===== config.mk =====
export PLATFORM = sky130hd
export DESIGN_NAME = pkmh_ram
export DESIGN_NICKNAME = d
export VERILOG_FILES = /design/src/pkmh_ram.sv
export SDC_FILE = /design/constraint.sdc
export NUM_CORES = 1
export LEC_CHECK = 0
export BUFFER_PORTS_ARGS = -buffer_cell sky130_fd_sc_hd__clkbuf_2
export CAP_MARGIN = 10
export CELL_PAD_IN_SITES_DETAIL_PLACEMENT = 0
export CELL_PAD_IN_SITES_GLOBAL_PLACEMENT = 2
export CORE_ASPECT_RATIO = 1.2
export CORE_MARGIN = 3
export CORE_UTILIZATION = 35
export CTS_BUF_LIST = sky130_fd_sc_hd__clkbuf_16
export CTS_CLUSTER_DIAMETER = 200
export DETAILED_ROUTE_END_ITERATION = 7
export GPL_TIMING_DRIVEN = 0
export PLACE_DENSITY = 0.62
export SLEW_MARGIN = 15
export SYNTH_ARGS = -nofsm -noshare
export SYNTH_HDL_FRONTEND = slang
export SYNTH_SLANG_ARGS = --single-unit

===== constraint.sdc =====
create_clock -name clock -period 2.4 [get_ports clock]
set_input_delay 0.24 -clock clock [delete_from_list [all_inputs] [get_ports clock]]
set_output_delay 0.24 -clock clock [all_outputs]
set_load 0.005 [all_outputs]

===== src/pkmh_ram.sv =====
// ----------------------------------------------------------------------------
// pkmh_ram
// simple dual-port ram, one write and one registered read per cycle
// ----------------------------------------------------------------------------
module pkmh_ram #(
   parameter int WIDTH = 8,
   parameter int DEPTH = 16
) (
   input  logic                     clock,
   input  logic                     wr_en,
   input  logic [$clog2(DEPTH)-1:0] wr_addr,
   input  logic [WIDTH-1:0]         wr_data,
   input  logic [$clog2(DEPTH)-1:0] rd_addr,
   output logic [WIDTH-1:0]         rd_data
);

   logic [WIDTH-1:0] mem_ff [DEPTH];
   logic [WIDTH-1:0] rd_data_ff;

   always_ff @(posedge clock) begin
      if (wr_en) begin
         mem_ff[wr_addr] <= wr_data;
      end
      rd_data_ff <= mem_ff[rd_addr];
   end

   assign rd_data = rd_data_ff;

endmodule


# Yosys cells after proc, flatten, opt, wreduce, memory -nomap -nowiden
# Memory sizes are Yosys's and may differ from the RTL's. A register that Yosys moved wholly into a read port is not among the register bits.
# Index checks and enable logic that the tools add are counted.
[classes]
addsub = 0
multipliers = 0
div_mod_pow = 0
n_lt_le_gt_ge = 0
n_eq_ne = 0
shifts = 0
n_mux = 2
n_bitwise = 0
reduce_logical = 0
[op_table]
columns = ["operator", "n"]
rows = [
  ["1-bit 2-to-1 mux", 2],
]
[word_totals]
regBits = 0
latchBits = 0
mem_bits_rw = 128
romBits = 0
in_bits = 18
out_inout_bits = 8
word_cells = 3
mem_count = 1
[mem_list]
columns = ["name", "words", "word_bits", "rd", "rd_clocked_by_memory_dff", "write_ports", "line", "source"]
rows = [
  ["mem_ff", 16, 8, 1, 1, 1, "17", "logic [WIDTH-1:0] mem_ff [DEPTH];"],
]

# Logic depth before layout (Yosys ltp)
# Gate-level depths: netlist of run 1.
[depth]
depth_word = 2
mapped_depth = 5
depth_no_buf = 3

# Least setup slack after synthesis of run 1
# OpenSTA, ideal clock, no wires.
[synth_path]
path_kind = "input to register"
startpoint = "input wr_addr[2]"
endpoint = "memory mem_ff[0][0], enable pin"
setup_time_ns = 0.383
t_arrival_ns = 1.350
t_required_ns = 2.017
path_slack_ns = 0.667
stages = 2
n_path_buf = 0
cell_sequence = "or3b_2 nor3_1"
[synth_rtl]
columns = ["item", "line", "source"]
rows = [
  ["start: declaration", "11", "input logic [$clog2(DEPTH)-1:0] wr_addr,"],
  ["end: declaration", "17", ""],
]
# Straight into the memory's write port.

# Worst setup path after layout of run 1
[layout_path]
startpoint = "input wr_addr[2]"
endpoint = "memory mem_ff[3][7], enable pin"
# Straight into the memory's write port.

==> results.cfg, run 1 <==
[run]
max-cap-violations = 0

[routing]
drt_first_pass_iters = 4
postRouteAntennaNets = 0
drt_iter0_markers = 112
drc_errors = 0
vias_per_cell = 5.07
wl_per_cell_um = 22.2
via_count = 2316
totalWireLength_um = 10100

[timing]
fin_skew_ps = 7.63
drv_slew = 0
max_freq_mhz = 664
period_minus_slack_ps = 1510
max_slew.worst_pin.slew_ps = 865
finalSetupViolCount = 0
finalSetupTns_ps = 0
slew_headroom_pct = 42.1
rsz0062_at_grt = no
fin_crit_sh_pct = 62.7
finalHoldViolCount = 0

[grt]
grt_pass1_wl_um = 15200
gr-usage-all-layers_pct = 13.5
antenna_found_initial = 0
grt_max_degree = 17
grt_remaining_overflow = 0
grt_pass1_vias = 2420

[worst_setup_path]
cp.required_ps = 2430
end_kind = register
setup.worst_path.start_class = input pin
arrival_ps = 1540
cp_max_fo = 8
path_class = in -> reg

[cts]
clkLatencyLatePin_ps = 410
postCtsResizedCells = 0
cts_inserted_buffers = 17
clk_pin_slew_ps = 50
cts.sinks = 136
h-tree-depth = 4
clockBufferDepth = 2
ctsHoldBuffers = 0
cts_tree = yes
cts_root_buf = clkbuf_16
cts_setup_buffers = 0

[die]
core_um2 = 14100
die_h_um = 139
num_io_pins = 26
initial_utilization_pct = 36.5
die_w_um = 117
dieArea_um2 = 16200
row_count = 47

[placement]
port_buffers = 24
place_area_um2 = 5510
dp.cells = 425
dp_hpwl_um = 6650
gp_congestion = 0.683

[final_layout]
finalInstanceArea_um2 = 6120
layout-drive-gt1-share_pct = 30.1
fill_cells = 1264
area_delta_synth_final_pct = 18.9
diodes = 0
fin_cells = 457
nets = 291

[yosys]
syn_nets = 247
synth_area_um2 = 5150
yosys_warnings = 0
syn_area_per_cell_um2 = 22.5
ys_types = 19
ys_ff_latch = 136
synth_seq_area_share_pct = 77.8
synthCells = 229

[pwr]
p_leak_nw = 2.03
peakVddDrop_mv = 0.430
p_per_area_nw_per_um2 = 908

[hold_path]
worstHoldPathType = in -> reg

[status]
status = completed
through the flow:
stage	utilization [%]	total power, W	worst slack, ps	hold slack (ps)
global placement	38.8	0.00297	14.5	612
finish	43.4	0.00555	894	287
detailed placement	39.0	0.00298	436	612
global route	43.4	0.00573	827	307
floorplan	-	0.00285	667	339
CTS	43.4	0.00561	864	289
worst max-delay path: stages:
cell	delay [ps]
clkbuf_2	100
or3b_2	540
nor2_1	660
logic make-up (layout without fill, tap and decap cells):
group                  count (synthesis)  in the layout  share of synthesized area (%)
AOI/OAI and AO/OA                     16             16                           2.33
buffers and inverters                 10             67                           1.68
DFF                                  136            136                           77.8
muxes                                 32             32                           15.0
and+or+nand+nor                       35             35                           3.18
cells in the final DEF, fill, tap and decap left out, types with 3 or more instances in the layout:
| cell | netlist | layout |
|---|---|---|
| clkinv_1 | 0 | 3 |
| clkbuf_16 | 0 | 17 |
| buf_6 | 3 | 3 |
| nor2_1 | 13 | 13 |
| mux4_2 | 18 | 18 |
| edfxtp_1 | 128 | 128 |
| clkinvlp_4 | 0 | 6 |
| bufinv_16 | 0 | 4 |
| clkdlybuf4s25_2 | 3 | 3 |
| nor3_2 | 0 | 4 |
| a22oi_1 | 16 | 16 |
| buf_2 | 3 | 3 |
| mux4_1 | 14 | 14 |
| dfxtp_1 | 8 | 8 |
| nand2_1 | 9 | 9 |
| clkbuf_2 | 0 | 24 |
power breakdown:
group          internal (W)  total, W  switching [W]  leakage [nW]
Combinational      0.000105  0.000253       0.000148         0.529
Sequential          0.00266   0.00267      0.0000113          1.22
Clock               0.00172   0.00263       0.000916         0.281
metal layers:
metal,global-route usage (%),up-vias,share of wire (%)
li1,-,1060,-
met1,18.8,1180,44
met2,20.4,68,50
met3,4.02,8,4.4
met4,4.53,0,1.4
met5,0,-,0
worst paths after layout:
path	from	slack (ps)	depth (start not counted)	endpoint
setup / recovery	wr_addr[2]	890	3	mem_ff[3][7]$_DFFE_PP_
setup reg to reg	mem_ff[5][3]$_DFFE_PP_	1010	3	rd_data[3]$_DFF_P_
hold / removal	wr_data[2]	290	1	mem_ff[15][2]$_DFFE_PP_
hold reg to reg	mem_ff[11][1]$_DFFE_PP_	680	3	rd_data[1]$_DFF_P_
synthesized netlist by cell type:
master | number | area, um^2
edfxtp_1 | 128 | 3840
mux4_2 | 18 | 405
a22oi_1 | 16 | 120
mux4_1 | 14 | 368
nor2_1 | 13 | 48.8
nand2_1 | 9 | 33.8
dfxtp_1 | 8 | 160
nor3_1 | 4 | 20.0
buf_2 | 3 | 15.0
buf_6 | 3 | 33.8
clkdlybuf4s25_2 | 3 | 30.0
nand2b_1 | 2 | 12.5
nand3b_1 | 2 | 15.0
and2_1 | 1 | 6.26
and2b_1 | 1 | 7.51
buf_4 | 1 | 7.51
nand3_1 | 1 | 5.00
nor2b_1 | 1 | 6.26
or3b_2 | 1 | 8.76
area by class of cell:
type | instances | area [um^2] | share of cell area [%]
Buffer | 10 | 86.3 | 1.41
Clock buffer | 17 | 425 | 6.95
Clock inverter | 15 | 185 | 3.03
Multi-Input combinational cell | 83 | 1080 | 17.6
Sequential cell | 136 | 4000 | 65.4
Tap cell | 171 | 214 | 3.50
Timing Repair Buffer | 25 | 128 | 2.09
state kept, by name (all words and copies together) (netlist names):
| signal | count |
|---|---|
| mem_ff | 128 |
| rd_data | 8 |
No activity file was read; power rests on OpenSTA's default activity.
==> inputs of run 2 (changes only) <==
ABC_AREA = 1   (was not set)
PLACE_DENSITY = 0.72   (was 0.62)
clock period = 1.6 ns   (was 2.4 ns; I/O delays follow)
==> run 2 against run 1 <==
  * Synthesized cell count grew 140%
  * Worst hold slack worse by 110 ps
  * Critical path depth unchanged
  * Combinational power grew 110%
  * Non-clock buffer count rose by 11
  * First-iteration DRC count rose to 2.8 times the previous value
  * Die area increased by 11%
  * Total power up 46%
  * Sequential cell count did not move
  * Largest cell class unchanged
  * Largest power group unchanged
==> results.cfg, run 2 <==
[cts]
postCtsResizedCells = 0
cts_inserted_buffers = 17
clk_pin_slew_ps = 50
clkLatencyLatePin_ps = 410
h-tree-depth = 4
cts_setup_buffers = 0
cts_tree = yes
cts_root_buf = clkbuf_16
cts.sinks = 136
clockBufferDepth = 2
ctsHoldBuffers = 0

[timing]
max_slew.worst_pin.slew_ps = 1160
finalHoldViolCount = 0
finalSetupViolCount = 0
period_minus_slack_ps = 1390
max_freq_mhz = 722
fin_skew_ps = 5.39
rsz0062_at_grt = no
drv_slew = 0
fin_crit_sh_pct = 86.6
slew_headroom_pct = 22.1
finalSetupTns_ps = 0

[die]
die_h_um = 147
die_w_um = 123
num_io_pins = 26
row_count = 50
initial_utilization_pct = 36.3
core_um2 = 15900
dieArea_um2 = 18100

[final_layout]
layout-drive-gt1-share_pct = 11.2
area_delta_synth_final_pct = 15.7
regMostFlops = mem_ff
final_common_cell = nand2_1
final_cell_mix = 173 x nand2_1, 128 x edfxtp_1, 106 x inv_1, 97 x nand3_1, 22 x clkbuf_2
diodes = 0
largest_reg_flops = 128
nets = 610

[yosys]
yosys_warnings = 0
ys_ff_latch = 136
ys_async_sr_fraction_pct = 0
yosys.area.top_type = edfxtp_1
synth_top_area_share_pct = 66.7
synthCells = 551
synthTopCellsByArea = edfxtp_1 67%, nand2_1 11%, nand3_1 8.4%, inv_1 6.5%, dfxtp_1 2.8%
synth_area_um2 = 5770
syn_area_per_cell_um2 = 10.5
syn_nets = 569
synth_edf_count = 128
synth_seq_area_share_pct = 69.4
synth.most_common_cell = nand2_1
synth_flop_cell = edfxtp_1
synth_commonest_cells = 173 x nand2_1, 128 x edfxtp_1, 100 x inv_1
ys_types = 12

[pwr]
p_leak_nw = 2.90
p_switching_w = 0.00173
p_per_area_nw_per_um2 = 1210
comb_power_share_pct = 6.5
pwr-share-clk_pct = 44.0
swShare_pct = 21.4
peakVddDrop_mv = 0.564
seq_power_share_pct = 49.5
internal_power_w = 0.00636
total_power_w = 0.00809

[worst_setup_path]
path_class = in -> reg
cp_max_fo = 8
worstRegToRegCells = 6
setup.worst_path.start_class = input pin
end_kind = register
arrival_ps = 1420
cp.required_ps = 1630

[placement]
gp_congestion = 0.827
port_buffers = 22
dp_hpwl_um = 9830

[status]
status = completed

[hold_path]
holdPathStages = 4
worstHoldPathType = in -> reg

[grt]
grt_remaining_overflow = 0
grt_pass1_wl_um = 22300
gr-usage-all-layers_pct = 17.5
grt_pass1_vias = 3571
grt_max_degree = 17
antenna_found_initial = 0

[routing]
drc_errors = 0
drt_first_pass_iters = 5
vias_per_cell = 4.66
drt_iter0_markers = 312
postRouteAntennaNets = 0
via_count = 3789
wl_per_cell_um = 18.3
totalWireLength_um = 14800

[run]
max-cap-violations = 0
-- run 2: cell types whose count changed after synthesis, sizes merged, moves of 2 or more --
cell           change
nand2            +164
inv              +102
nand3             +96
mux4              -32
buf               +17
a22oi             -16
nor2               +4
nor3               -4
clkdlybuf4s25      -3
nand2b             -2
-- run 2: worst paths after layout --
kind                                               from                endpoint  slack, ps
worst max register to register   mem_ff[9][2]$_DFFE_PP_      rd_data[2]$_DFF_P_        540
worst min register to register  mem_ff[14][1]$_DFFE_PP_      rd_data[1]$_DFF_P_        680
worst max-delay path                         wr_addr[3]  mem_ff[5][2]$_DFFE_PP_        210
worst min-delay path                         rd_addr[2]      rd_data[0]$_DFF_P_        180
-- run 2: cells by family after synthesis --
group / after synthesis / synth area share (%)
flip-flops: 136 / 69.4
buffers and inverters: 126 / 9.52
AND/OR/NAND/NOR: 289 / 21.0
-- run 2: final cells by class --
type / instances / area, um^2
fill: 1570 / 9220
inverter: 102 / 383
clock inverter: 15 / 111
timing repair buffer: 22 / 110
multi-input combinational: 289 / 1210
sequential: 136 / 4000
tap: 208 / 260
clock buffer: 17 / 425
buffer: 24 / 166
-- run 2: per-layer routing --
metal	vias up	track usage [%]	wire, um	part of all wire, %
li1	1862	-	-	-
met1	1832	24.5	7010	47
met2	82	26.9	6990	47
met3	13	4.30	636	4.3
met4	0	5.32	211	1.4
met5	-	0	0	0
-- run 2: per-stage QoR --
stage	util [%]	hold slack (ps)	instance area, um^2	instances	setup slack [ps]
after CTS	42.0	166	6670	813	274
after floorplan	-	259	5770	551	489
after global placement	38.6	534	6140	781	-150
after global routing	42.0	187	6670	813	243
final	42.0	176	6670	813	214
after detailed placement	38.6	532	6140	781	-168
-- run 2: power groups by stage --
stage                     Sequential, W  Clock [W]  Combinational (W)
after floorplan                 0.00408          0           0.000281
after global placement          0.00408          0           0.000523
after detailed placement        0.00408          0           0.000529
after CTS                       0.00401    0.00362           0.000531
after global routing            0.00401    0.00380           0.000584
final                           0.00401    0.00356           0.000522
-- run 2: worst max-delay path, stage by stage --
cell      delay, ps
clkbuf_2        110
nand3b_1        230
nor2_1          910
==> inputs of run 3 (changes only) <==
GPL_TIMING_DRIVEN = not set   (was 0)
SETUP_SLACK_MARGIN = 0.05   (was not set)
==> run 3 against run 2 <==
  * Clock power is 9.3% higher
  * Cell area grew 2.4%
  * Global-route usage down 0.91 points
  * Die area unchanged
  * Via count fell by 2.2%
  * Worst setup slack better by 290 ps
  * Cell count increased by 0.37%
  * Non-clock buffer count grew 3
  * Sequential share of layout area is 1.4 points lower
  * Sequential power about the same
==> results.cfg, run 3 (synthesized netlist as in run 2, its figures left out) <==
[timing]
finalHoldViolCount = 0
fin_ws_ps = 501
fin_crit_sh_pct = 68.7
max_slew.worst_pin.slew_ps = 440
slew_headroom_pct = 70.7
period_minus_slack_ps = 1100
max_freq_mhz = 910
fin_skew_ps = 6.72
rsz0062_at_grt = no
drv_slew = 0
finalSetupViolCount = 0
finalSetupTns_ps = 0

[worst_setup_path]
critPathBufInv = 1
cp_max_fo = 1
critical_path.startpoint = rd_data[7]$_DFF_P_
end_kind = output port
r2r_start = mem_ff[5][6]$_DFFE_PP_
path_cells = clkbuf_2
worstRegToRegCells = 6
setup.worst_path.start_class = register
path_class = reg -> out
arrival_ps = 940
cp_num_cells = 1
crit_path_top_delay_cell = dfxtp_1
cp_slowest_stage_delay_ps = 390
reg2reg_slack_ps = 540
cp.required_ps = 1440
crit_family = flip-flops

[die]
dieArea_um2 = 18100
core_um2 = 15900
initial_utilization_pct = 36.3
die_w_um = 123
die_h_um = 147
row_count = 50
num_io_pins = 26

[grt]
grt_pass1_vias = 3554
gr-usage-all-layers_pct = 16.6
grt_pass1_wl_um = 21600
grt_max_degree = 65
antenna_found_initial = 0
grt_remaining_overflow = 0

[final_layout]
final_cell_mix = 173 x nand2_1, 128 x edfxtp_1, 101 x inv_1, 97 x nand3_1, 25 x clkbuf_2
final_common_cell = nand2_1
multi_input_area_um2 = 1210
fin_cells = 816
area_delta_synth_final_pct = 18.5
diodes = 0
fill_cells = 1545
regArea_um2 = 4000
finalInstanceArea_um2 = 6830
layout-drive-gt1-share_pct = 13.3
largest_reg_flops = 128
regMostFlops = mem_ff
nets = 613

[pwr]
total_power_w = 0.00842
p_leak_nw = 2.95
peakVddDrop_mv = 0.563
p_per_area_nw_per_um2 = 1230

[cts]
cts_tree = yes
cts_inserted_buffers = 17
h-tree-depth = 4
postCtsResizedCells = 0
cts_root_buf = clkbuf_16
cts.sinks = 136
clkLatencyLatePin_ps = 410
clk_pin_slew_ps = 50
clockBufferDepth = 2
cts_setup_buffers = 0
ctsHoldBuffers = 0

[placement]
port_buffers = 25
dp.cells = 784
pre_cts_ws_ps = 273
place_area_um2 = 6230
dp_hpwl_um = 8550
gp_congestion = 0.735

[hold_path]
worstHoldPathType = in -> reg
min-delay-start = rd_addr[3]
holdPathStages = 3

[routing]
totalWireLength_um = 14200
wl_per_cell_um = 17.4
via_count = 3704
drt_iter0_markers = 242
postRouteAntennaNets = 0
drc_errors = 0
drt_first_pass_iters = 4
vias_per_cell = 4.54

[run]
max-cap-violations = 0

[status]
status = completed
## run 3: cell types whose count changed in the layout (fill, tap and decap cells not counted), sizes merged
cell      delta
clkbuf       +3
clkinv       -3
bufinv       +1
clkinvlp     +5
inv          -3
## run 3: path summary, 6_finish.rpt
kind	endpoint
worst max-delay path	rd_data[7]
worst min-delay path	rd_data[7]$_DFF_P_
worst max register to register	rd_data[6]$_DFF_P_
worst min register to register	rd_data[3]$_DFF_P_
## run 3: where the power goes
group	leakage, nW	total [W]	switching [W]	internal, W
registers	1.22	0.00401	0.0000277	0.00398
clock network	0.281	0.00389	0.00144	0.00245
logic	1.44	0.000518	0.000358	0.000159
total	2.95	0.00842	0.00183	0.00660
## run 3: cell type report
cell class / count / area share (%)
Clock buffer: 17 / 6.23
Clock inverter: 15 / 2.62
Inverter: 102 / 5.60
Multi-Input combinational cell: 289 / 17.8
Sequential cell: 136 / 58.6
Tap cell: 208 / 3.81
Timing Repair Buffer: 49 / 5.38
## run 3: through the flow
stage | hold slack, ps | utilization (%)
6_report | 116 | 43.0
3_3_place_gp | 527 | 39.2
3_5_place_dp | 527 | 39.2
5_1_grt | 121 | 43.0
4_1_cts | 102 | 43.0
2_1_floorplan | 259 | -
## run 3: per-layer routing
layer / vias to the layer above / track usage [%] / wire [um]
li1: 1858 / - / -
met1: 1751 / 22.4 / 6510
met2: 85 / 26.9 / 6870
met3: 10 / 3.25 / 693
met4: 0 / 5.04 / 116
met5: - / 0 / 0
