==> config.mk <==
export PLATFORM = sky130hd
export DESIGN_NAME = pkmh_hash
export DESIGN_NICKNAME = d
export VERILOG_FILES = /design/src/pkmh_pkg.sv /design/src/pkmh_hash.sv
export SDC_FILE = /design/constraint.sdc
export NUM_CORES = 1
export LEC_CHECK = 0
export BUFFER_PORTS_ARGS = -buffer_cell sky130_fd_sc_hd__buf_2
export CAP_MARGIN = 5
export CORE_ASPECT_RATIO = 0.75
export CORE_UTILIZATION = 55
export DETAILED_ROUTE_END_ITERATION = 7
export HOLD_SLACK_MARGIN = 0.06
export PLACE_DENSITY = 0.73
export SLEW_MARGIN = 10
export SYNTH_ARGS = -nofsm -noshare
export SYNTH_HDL_FRONTEND = slang
export SYNTH_SLANG_ARGS = --single-unit
==> constraint.sdc <==
create_clock -name clock -period 13.7 [get_ports clock]
set_input_delay 2.055 -clock clock [delete_from_list [all_inputs] [get_ports clock]]
set_output_delay 2.055 -clock clock [all_outputs]
set_load 0.01 [all_outputs]
==> src/pkmh_pkg.sv <==
// ----------------------------------------------------------------------------
// pkmh_pkg
// shared sizes, hash constants and types of the pair-key memo hash table
// ----------------------------------------------------------------------------
package pkmh_pkg;

   localparam int SLOTS      = 1024;
   localparam int VALUE_BITS = 32;
   localparam int ENTRIES    = SLOTS / 2;

   localparam int KEY_W   = 64;
   localparam int VALUE_W = 32;
   localparam int SLOT_W  = $clog2(SLOTS);
   localparam int ENTRY_W = $clog2(ENTRIES);
   localparam int COUNT_W = $clog2(ENTRIES + 1);

   localparam int HASH_SHIFT = 32;
   localparam int SCALE_W    = HASH_SHIFT + SLOT_W + 1;

   localparam logic [HASH_SHIFT-1:0] HASH_MUL_X = HASH_SHIFT'(7);
   localparam logic [KEY_W-1:0]      HASH_MUL_Y = 64'd10495464745870458733;

   localparam int VALUE_KEEP = (VALUE_BITS < VALUE_W) ? VALUE_BITS : VALUE_W;
   localparam logic [VALUE_W-1:0] VALUE_MASK =
      VALUE_W'(((VALUE_W + 1)'(1) << VALUE_KEEP) - (VALUE_W + 1)'(1));

   localparam logic [SLOT_W-1:0]  SLOT_LAST  = SLOT_W'(SLOTS - 1);
   localparam logic [COUNT_W-1:0] COUNT_FULL = COUNT_W'(ENTRIES);

   typedef enum logic {
      OP_LOOKUP = 1'b0,
      OP_INSERT = 1'b1
   } op_type;

   typedef struct packed {
      logic               valid;
      logic [ENTRY_W-1:0] index;
   } slot_entry_type;

   typedef struct packed {
      logic [KEY_W-1:0]   key_left;
      logic [KEY_W-1:0]   key_right;
      logic [VALUE_W-1:0] value;
   } entry_type;

   typedef enum logic [2:0] {
      ST_CLEAR,
      ST_IDLE,
      ST_HASH,
      ST_SLOT_CHK,
      ST_ENTRY_CHK,
      ST_RESULT
   } state_type;

endpackage

==> src/pkmh_hash.sv <==
// ----------------------------------------------------------------------------
// pkmh_hash
// two-stage start slot unit: key mix, then scale to the slot range
// ----------------------------------------------------------------------------
module pkmh_hash (
   input  logic                            clock,
   input  logic                            reset,
   input  logic                            go,
   input  logic [pkmh_pkg::HASH_SHIFT-1:0] left_lo,
   input  logic [pkmh_pkg::HASH_SHIFT-1:0] right_lo,
   output logic                            done,
   output logic [pkmh_pkg::SLOT_W-1:0]     slot
);

   import pkmh_pkg::*;

   logic                  s1_valid_ff;
   logic                  s2_valid_ff;
   logic [HASH_SHIFT-1:0] prod_ff;
   logic [HASH_SHIFT-1:0] prod_in;
   logic [HASH_SHIFT-1:0] x7_ff;
   logic [HASH_SHIFT-1:0] x7_in;
   logic [HASH_SHIFT-1:0] mix;
   logic [SCALE_W-1:0]    scaled_ff;
   logic [SCALE_W-1:0]    scaled_in;

   assign prod_in   = HASH_SHIFT'(right_lo * HASH_MUL_Y[HASH_SHIFT-1:0]);
   assign x7_in     = HASH_SHIFT'(left_lo * HASH_MUL_X);
   assign mix       = HASH_SHIFT'(prod_ff + x7_ff);
   assign scaled_in = SCALE_W'(SCALE_W'(mix) * SCALE_W'(SLOTS));

   always_ff @(posedge clock) begin
      if (reset) begin
         s1_valid_ff <= 1'b0;
         s2_valid_ff <= 1'b0;
      end else begin
         s1_valid_ff <= go;
         s2_valid_ff <= s1_valid_ff;
      end
   end

   always_ff @(posedge clock) begin
      prod_ff   <= prod_in;
      x7_ff     <= x7_in;
      scaled_ff <= scaled_in;
   end

   assign done = s2_valid_ff;
   assign slot = scaled_ff[HASH_SHIFT +: SLOT_W];

endmodule

# Word-level counts from Yosys, hierarchy flattened
# Cells that the tools add are included.
dict set report op_classes {
  add_sub_neg 1
  n_bitwise 0
  n_lt_le_gt_ge 0
  n_eq_ne 0
  n_mul 2
  shift 0
  div_mod_pow 0
  reduce_logical 0
  muxes 0
}
# op count
set ops {}
lappend ops {{32-bit adder} 1}
lappend ops {{32-bit by 3-bit multiplier with 32-bit output (second input constant)} 1}
lappend ops {{32-bit by 30-bit multiplier with 32-bit output (second input constant)} 1}
dict set report totals {
  input_bits 67
  rom_bits 0
  output_inout_bits 11
  ram_bits 0
  elab_cells 8
  memories 0
  latchBits 0
  ff_bits 98
}

# Longest topological paths before layout
# Gate-level depths: netlist of the first run.
dict set report depth {
  ltp_word 1
  depth_mapped 26
  mapped_depth_nobuf 25
}

# Worst setup path before layout of the first run
# Ideal clock, no wire load.
dict set report synth_timing {
  kind {input-to-reg}
  from {in right_lo[9] (netlist name)}
  to {reg prod_ff[30]}
  path_stages 24
  slack_ps 5557
  t_required_ps 13628
  path_buffers 1
  setup_ps 72
  arrival_ps 8071
  cell_sequence {inv_1 -> fa_1 -> inv_1 -> fa_1 -> fa_1 -> inv_1 -> fa_1 -> inv_1 -> fa_1 -> fa_1 -> fa_1 -> inv_1 -> fa_1 -> inv_1 -> ha_1 -> clkbuf_1 -> a21o_1 -> a21o_1 -> a21oi_1 -> o21ai_1 -> a2111oi_2 -> o31ai_1 -> a21oi_1 -> xnor2_1}
}
dict set report synth_via {
  elab_chain_len 1
}
# item line_no
set synth_lines {}
lappend synth_lines {{start, declared} pkmh_hash.sv:10} ;# input logic [pkmh_pkg::HASH_SHIFT-1:0] right_lo,
lappend synth_lines {{32-bit by 30-bit multiplier with 32-bit output} pkmh_hash.sv:27} ;# assign prod_in = HASH_SHIFT'(right_lo * HASH_MUL_Y[HASH_SHIFT-1:0]);
lappend synth_lines {{named net prod_in[30]} pkmh_hash.sv:20} ;# logic [HASH_SHIFT-1:0] prod_in;
lappend synth_lines {{end signal, assigned} pkmh_hash.sv:43} ;# prod_ff <= prod_in;
lappend synth_lines {{end, declared} pkmh_hash.sv:19} ;# logic [HASH_SHIFT-1:0] prod_ff;
# The timed path passes the listed nets, and every way through them passes these cells.
# A chain may end at the register's enable or synchronous reset.

# Worst setup path after layout of the first run
dict set report layout_timing {
  from {in right_lo[10] (netlist name)}
  to {reg prod_ff[30]}
}
# The elaborated chain is that of the path after synthesis.

==> results of run 1 <==
cell usage in the layout (no fill, tap or decap), types with 6 or more instances in the layout:
cell type,instances
nand4_1,7
clkbuf_16,9
o21ai_1,12
fa_1,273
xor2_1,23
a21oi_1,57
buf_2,77
o211ai_1,9
o21a_1,8
nor2b_1,8
ha_1,210
a21o_1,32
nor3_1,16
nand3_1,18
nand2_1,38
dfxtp_1,76
o21ai_0,26
a211oi_1,9
xnor2_1,67
o21bai_1,6
inv_1,359
nor2_1,36
per-layer routing:
| metal | vias to the layer above | track usage, % | share of wire (%) | wire [um] |
|---|---|---|---|---|
| met3 | 19 | 11.33 | 11 | 3261 |
| met5 | - | 0 | 0 | 0 |
| met1 | 4621 | 39.71 | 48 | 14700 |
| met2 | 230 | 37.77 | 41 | 12670 |
| met4 | 0 | 2.131 | 0.48 | 149 |
| li1 | 4467 | - | - | - |
state kept, by name (all words and copies together), names as in the netlist:
register / cells
done: 1
prod_ff: 32
s1_valid_ff: 1
scaled_ff: 10
x7_ff: 32
logic make-up after synthesis:
family                   synth area share (%)
AO/OA/AOI/OAI                           9.783
AND/OR/NAND/NOR                         5.172
flip-flops                              10.99
buffers and inverters                   9.873
adder cells (fa/ha/maj)                 58.48
XOR/XNOR                                5.696
layout make-up:
cell class | count | area share (%)
multi-input combinational | 919 | 73.35
sequential | 76 | 10.19
inverter | 359 | 9.027
tap | 331 | 2.774
timing repair buffer | 77 | 2.582
clock buffer | 10 | 1.601
clock inverter | 6 | 0.4694
metrics by stage:
step,hold slack [ns],setup WS (ns)
after floorplan,0.4138,5.557
after global placement,0.4191,5.084
after detailed placement,0.4305,4.997
after CTS,0.4442,5.336
after global routing,0.4688,5.042
final,0.4406,5.350
worst paths after layout:
| kind | from | to | slack [ns] | depth (start not counted) |
|---|---|---|---|---|
| worst max-delay path | right_lo[10] | prod_ff[30] | 5.35 | 24 |
| worst min-delay path | s1_valid_ff | done | 0.44 | 1 |
| worst max register to register | prod_ff[22] | scaled_ff[39] | 11.10 | 8 |
| worst min register to register | s1_valid_ff | done | 0.44 | 1 |
==> flow_metrics.tcl, run 1 <==
set metrics [dict create \
    cts_hold_buf 0 \
    crit_family "adder cells" \
    placed_cells 1762 \
    core_area_um2 24340 \
    dr_total_vias 9337 \
    ioPinCount 78 \
    grt_first_pass_wirelength_um 52580 \
    critical_path.slowest_cell "fa_1" \
    cts-buffers-inserted 9 \
    clock_path_buffers 2 \
    yosys_warnings 0 \
    grt.overflow.total 0 \
    cts_root_buffer "clkbuf_16" \
    fmax_mhz 119.8 \
    area_growth_pct 7.875 \
    arrival_ns 8.62 \
    via_per_inst 5.251 \
    dr.pass1.iters 5 \
    regArea_um2 1521 \
    die_h_um 139.4 \
    setup-violations-final 0 \
    stdcell_count 1778 \
    cts_tree "built" \
    tightest_slew_ns 0.6081 \
    nNetsFinal 1992 \
    multi_input_area_um2 10950 \
    cp-start-kind "input port" \
    clk_pin_slew_ns 0.06 \
    min_period_over_period_pct 60.95 \
    maxCapViolCount 0 \
    cts_post_setup_buffers_inserted 0 \
    cts_sinks 76 \
    placed_area_um2 14620 \
    n_antenna_cell 0 \
    grt_usage_pct 26.82 \
    synth.largest_area_cell "fa_1" \
    crit_type "input port to flip-flop" \
    dp_hpwl_um 28030 \
    synth_area_leaders "fa_1, ha_1, dfxtp_1, inv_1, xnor2_1" \
    drtIter0Drc 568 \
    synth-edff-count 0 \
    synthArstFlopShare_pct 0 \
    drc 0 \
    num_rows 49 \
    grt_max_degree 15 \
    place.port_buffers 77 \
    synth_top_area_share_pct 39.49 \
    tns_ns 0 \
    grt_pass1_vias 10099 \
    path_common_cell "fa_1" \
    routabilityCongestion 0.9600 \
    routed_wl_um 30780 \
    synth_common_cells "inv_1, fa_1, ha_1" \
    yosysSeqAreaShare_pct 10.99 \
    ys_types 57 \
    die-width_um 185.2 \
    critPathMaxFanout 8 \
    synth_fp_nets 1909 \
    finalHoldViolCount 0 \
    postRouteAntennaNets 0 \
    syn_avg_cell_area_um2 10.18 \
    crit_chain "buf_2 -> inv_1 -> fa_1 -> inv_1 -> fa_1 -> fa_1 -> inv_1 -> fa_1 -> inv_1 -> fa_1 -> fa_1 -> fa_1 -> inv_1 -> fa_1 -> inv_1 -> ha_1 -> a21o_1 -> a21o_1 -> a21oi_1 -> o21ai_1 -> a2111oi_2 -> o31ai_1 -> a21oi_1 -> xnor2_1" \
    wire_per_inst_um 17.31 \
    drive_above_1_share_pct 7.395 \
    clk_latency_ns 0.34 \
    htreeDepth 3 \
    synth-seq-cells 76 \
    maxSlewViolCount 0 \
    yosysMostFrequentCell "inv_1" \
    final_core_util_pct 61.33 \
    end_kind "flip-flop" \
    path_buf_inv 7 \
    worst_clock_skew_ns 0.01038 \
    synth_ff_type "dfxtp_1" \
    cts_resized 0 \
    period_needed_ns 8.350 \
    synthCells 1359 \
    max_stage_delay_ns 0.59 \
    nFillCells 2053 \
    relSlewSlack_pct 59.17 \
    syn_area_um2 13840 \
    rsz0062_at_grt "false" \
    hold_path.class "flip-flop to flip-flop" \
    antenna_found_initial 0 \
    initial_core_util_pct 56.85 \
    status "completed" \
    crit_required_ns 13.97 \
    die-area_um2 25810 \
    final_area_um2 14930 \
]
Power of run 1 is not shown: default switching activity piles up to over one toggle a cycle in this logic, so the estimate is an artifact.
==> run 2, diff against run 1 <==
clock period = 8.5 ns   (was 13.7 ns; I/O delays follow)
==> run 2 against run 1 <==
Net effect:
- global-route usage barely moved
- critical path depth stayed put
- critical path type unchanged
- final cell count unchanged
- register-to-register slack worse by 5.2 ns
- final area is 0.28% higher
- clock-buffer cell count unchanged
- worst setup slack worse by 4.4 ns
- flip-flop and latch count unchanged
- routed wire length down 0.39%
- worst hold slack hardly changed
==> flow_metrics.tcl, run 2 (synthesized netlist as in run 1, its figures left out) <==
set metrics [dict create \
    status "completed" \
    num_rows 49 \
    cts_sinks 76 \
    routabilityCongestion 0.9599 \
    hp-start "s1_valid_ff" \
    cts-buffers-inserted 9 \
    maxCapViolCount 0 \
    postLayoutSetupSlackWorst_ns 0.9088 \
    grt_first_pass_wirelength_um 52580 \
    initial_core_util_pct 56.85 \
    reg2reg_from "prod_ff[5]" \
    setup-violations-final 0 \
    ioPinCount 78 \
    critPathMaxFanout 8 \
    cts_tree "built" \
    grt.overflow.total 0 \
    period_needed_ns 7.591 \
    core_area_um2 24340 \
    die-area_um2 25810 \
    rsz0062_at_grt "false" \
    routed_wl_um 30660 \
    cp-start-kind "input port" \
    multi_input_area_um2 10950 \
    htreeDepth 3 \
    die-width_um 185.2 \
    end_kind "flip-flop" \
    drtIter0Drc 550 \
    regArea_um2 1521 \
    nNetsFinal 1992 \
    hold_path.class "flip-flop to flip-flop" \
    antenna_found_initial 0 \
    relSlewSlack_pct 61.80 \
    final_core_util_pct 61.50 \
    drc 0 \
    clock_path_buffers 2 \
    finalHoldViolCount 0 \
    cts_root_buffer "clkbuf_16" \
    tightest_slew_ns 0.5585 \
    largestRegisters "prod_ff (32), x7_ff (32), scaled_ff (10)" \
    n_antenna_cell 0 \
    grt_pass1_vias 10126 \
    cts_resized 0 \
    worst_clock_skew_ns 0.007834 \
    crit_type "input port to flip-flop" \
    clk_latency_ns 0.34 \
    area_growth_pct 8.174 \
    maxSlewViolCount 0 \
    arrival_ns 7.87 \
    min_period_over_period_pct 89.31 \
    final_common_cell "inv_1" \
    dp_slack_ns 0.5591 \
    crit_required_ns 8.77 \
    dr.pass1.iters 6 \
    postRouteAntennaNets 0 \
    grt_usage_pct 26.80 \
    wire_per_inst_um 17.24 \
    final_cell_mix "inv_1, fa_1, ha_1, buf_2, dfxtp_1" \
    nFillCells 2082 \
    place.port_buffers 77 \
    cts_hold_buf 0 \
    dp_hpwl_um 27950 \
    dr_total_vias 9241 \
    tns_ns 0 \
    die_h_um 139.4 \
    crit_path_start "right_lo[10]" \
    via_per_inst 5.197 \
    drive_above_1_share_pct 7.395 \
    clk_pin_slew_ns 0.06 \
    fmax_mhz 131.7 \
    cts_post_setup_buffers_inserted 0 \
    grt_max_degree 14 \
]
==> run 2: cell types whose count changed in the layout (fill, tap and decap cells not counted), sizes merged <==
cell / delta
bufinv: +2
inv: -2
clkinv: -1
clkinvlp: +1
==> run 2: area by class of cell <==
type	count	share of cell area [%]
repair buffers	77	2.574
inverters	359	9.002
clock buffers	10	1.596
flip-flops and latches	76	10.16
well taps	331	2.767
clock inverters	6	0.7439
multi-input cells	919	73.15
==> run 2: worst paths after layout <==
kind | endpoint | slack (ns) | cells past startpoint
worst min register to register | done | 0.44 | 1
worst min-delay path | done | 0.44 | 1
worst max register to register | scaled_ff[39] | 5.93 | 9
worst max-delay path | prod_ff[30] | 0.91 | 24
==> run 2: critical path: stages <==
cell,delay (ns)
buf_2,0.19
inv_1,0.17
fa_1,0.57
inv_1,0.08
fa_1,0.48
fa_1,0.55
inv_1,0.06
fa_1,0.40
inv_1,0.08
fa_1,0.43
fa_1,0.51
fa_1,0.53
inv_1,0.06
fa_1,0.51
inv_1,0.04
ha_1,0.37
a21o_1,0.21
a21o_1,0.16
a21oi_1,0.18
o21ai_1,0.11
a2111oi_2,0.43
o31ai_1,0.13
a21oi_1,0.18
xnor2_1,0.13
==> run 2: metrics by stage <==
stage / hold WS (ns) / cell area [um^2] / std cells
floorplan: 0.4138 / 13840 / 1359
global placement: 0.4199 / 14620 / 1762
detailed placement: 0.4349 / 14620 / 1762
CTS: 0.4478 / 14970 / 1778
global route: 0.4655 / 14970 / 1778
finish: 0.4410 / 14970 / 1778
==> run 2: metal layers <==
| metal | GRT usage (%) | share of wire, % | vias up |
|---|---|---|---|
| met5 | 0 | 0 | - |
| met4 | 3.219 | 0.90 | 0 |
| met3 | 11.78 | 11 | 24 |
| met2 | 37.18 | 40 | 254 |
| met1 | 39.47 | 48 | 4503 |
| li1 | - | - | 4460 |
Power of run 2 is left out for the same reason.
==> run 3, diff against run 2 <==
==> constraint.sdc (replaced) <==
create_clock -name clock -period 7.1 [get_ports clock]
set_input_delay 1.065 -clock clock [delete_from_list [all_inputs] [get_ports clock]]
set_output_delay 1.065 -clock clock [all_outputs]
set_load 0.05 [all_outputs]
==> run 3 against run 2 <==
Net effect:
- via count increased by 4.7%
- worst setup slack got worse by 0.77 ns
- critical path depth is 1 lower
- routed wire length is 3.2% higher
- clock skew is 0.0019 ns higher
- global-route usage grew 0.28 points
- largest cell class unchanged
==> flow_metrics.tcl, run 3 (synthesized netlist as in run 1, its figures left out) <==
set metrics [dict create \
    status "completed" \
    crit_path_start "right_lo[8]" \
    die-width_um 185.2 \
    cts_sinks 76 \
    hold_path.class "flip-flop to flip-flop" \
    cts-buffers-inserted 9 \
    relSlewSlack_pct 55.50 \
    dp_hpwl_um 28450 \
    clk_latency_ns 0.34 \
    clk_pin_slew_ns 0.06 \
    routed_wl_um 31650 \
    final_common_cell "inv_1" \
    crit_type "input port to flip-flop" \
    routabilityCongestion 0.9547 \
    ff2ff_path_depth 8 \
    area_growth_pct 15.28 \
    end_kind "flip-flop" \
    grt_pass1_vias 10297 \
    grt_first_pass_wirelength_um 53070 \
    final_core_util_pct 65.54 \
    cp-start-kind "input port" \
    final_cell_mix "inv_1, fa_1, ha_1, buf_4, buf_2" \
    min_period_over_period_pct 98.09 \
    antenna_found_initial 0 \
    reg2reg_from "prod_ff[22]" \
    placed_area_um2 15410 \
    dr_total_vias 9672 \
    die_h_um 139.4 \
    drive_above_1_share_pct 16.50 \
    initial_core_util_pct 56.85 \
    core_area_um2 24340 \
    crit_chain "buf_2 -> clkinvlp_4 -> buf_4 -> fa_2 -> inv_2 -> fa_2 -> fa_1 -> fa_2 -> fa_1 -> fa_1 -> fa_1 -> inv_2 -> fa_1 -> inv_1 -> ha_4 -> a21o_1 -> a21o_1 -> a21oi_2 -> o21ai_2 -> a2111oi_4 -> o31ai_1 -> a21oi_1 -> xnor2_1" \
    largestRegisters "prod_ff (32), x7_ff (32), scaled_ff (10)" \
    nNetsFinal 2103 \
    path_common_cell "fa_1" \
    finalHoldViolCount 0 \
    n_antenna_cell 0 \
    num_rows 49 \
    cts_hold_buf 0 \
    critPathMaxFanout 3 \
    dr.pass1.iters 5 \
    via_per_inst 5.120 \
    crit_required_ns 7.36 \
    max_stage_delay_ns 0.60 \
    worst_clock_skew_ns 0.009743 \
    tightest_slew_ns 0.6507 \
    place.port_buffers 77 \
    die-area_um2 25810 \
    grt_usage_pct 27.09 \
    drc 0 \
    cts_tree "built" \
    setup-violations-final 0 \
    postRouteAntennaNets 0 \
    final_area_um2 15950 \
    cts_root_buffer "clkbuf_16" \
    critical_path.slowest_cell "fa_1" \
    grt.overflow.total 0 \
    hp-start "s1_valid_ff" \
    maxCapViolCount 0 \
    rsz0062_at_grt "true" \
    nFillCells 1958 \
    arrival_ns 7.23 \
    grt_max_degree 14 \
    clock_path_buffers 2 \
    htreeDepth 3 \
    hold-path-cell-count 1 \
    drtIter0Drc 559 \
    maxSlewViolCount 0 \
    period_needed_ns 6.964 \
    fmax_mhz 143.6 \
    ioPinCount 78 \
    tns_ns 0 \
    wire_per_inst_um 16.75 \
]
run 3: cell types whose count changed in the layout (fill, tap and decap cells not counted), moves of 8 or more:
cell | before | now
buf_4 | 0 | 110
inv_1 | 359 | 347
inv_2 | 0 | 11
ha_1 | 210 | 200
fa_1 | 273 | 265
fa_2 | 0 | 8
ha_4 | 0 | 8
run 3: repair_timing:
action,4_1_cts,5_1_grt
resized for setup,0,45
endpoints found under the setup margin,0,4
setup buffers,0,5
run 3: area by class of cell:
class	count	area [um^2]	share of cell area [%]
Clock buffer	10	239.0	1.498
Clock inverter	6	63.81	0.4000
Timing Repair Buffer	188	1222	7.663
Multi-Input combinational cell	919	11140	69.84
Tap cell	331	414.1	2.596
Inverter	359	1351	8.471
Sequential cell	76	1521	9.537
run 3: stage by stage:
step | hold slack (ns) | instances | setup slack [ns]
final | 0.4357 | 1889 | 0.1356
after global routing | 0.4709 | 1889 | -0.1111
after CTS | 0.4411 | 1884 | 0.008035
after detailed placement | 0.4287 | 1868 | -0.3367
after global placement | 0.4183 | 1868 | -0.2553
after floorplan | 0.4138 | 1359 | 0.01982
run 3: worst max-delay path, delay by kind of cell:
family | cells | cell delay [ns]
compound gates | 7 | 1.28
buf+inv | 6 | 0.59
fa+ha+maj | 9 | 4.14
xor+xnor | 1 | 0.14
run 3: final timing paths:
path	to	slack (ns)
max	prod_ff[30]	0.14
min	done	0.44
max reg2reg	scaled_ff[37]	4.42
min reg2reg	done	0.44
run 3: routing by layer:
layer | track usage [%] | up-vias | part of all wire [%]
met2 | 38.50 | 278 | 42
li1 | - | 4681 | -
met3 | 11.44 | 23 | 11
met1 | 39.79 | 4690 | 47
met4 | 2.262 | 0 | 0.74
met5 | 0 | - | 0
Power of run 3 is left out for the same reason.
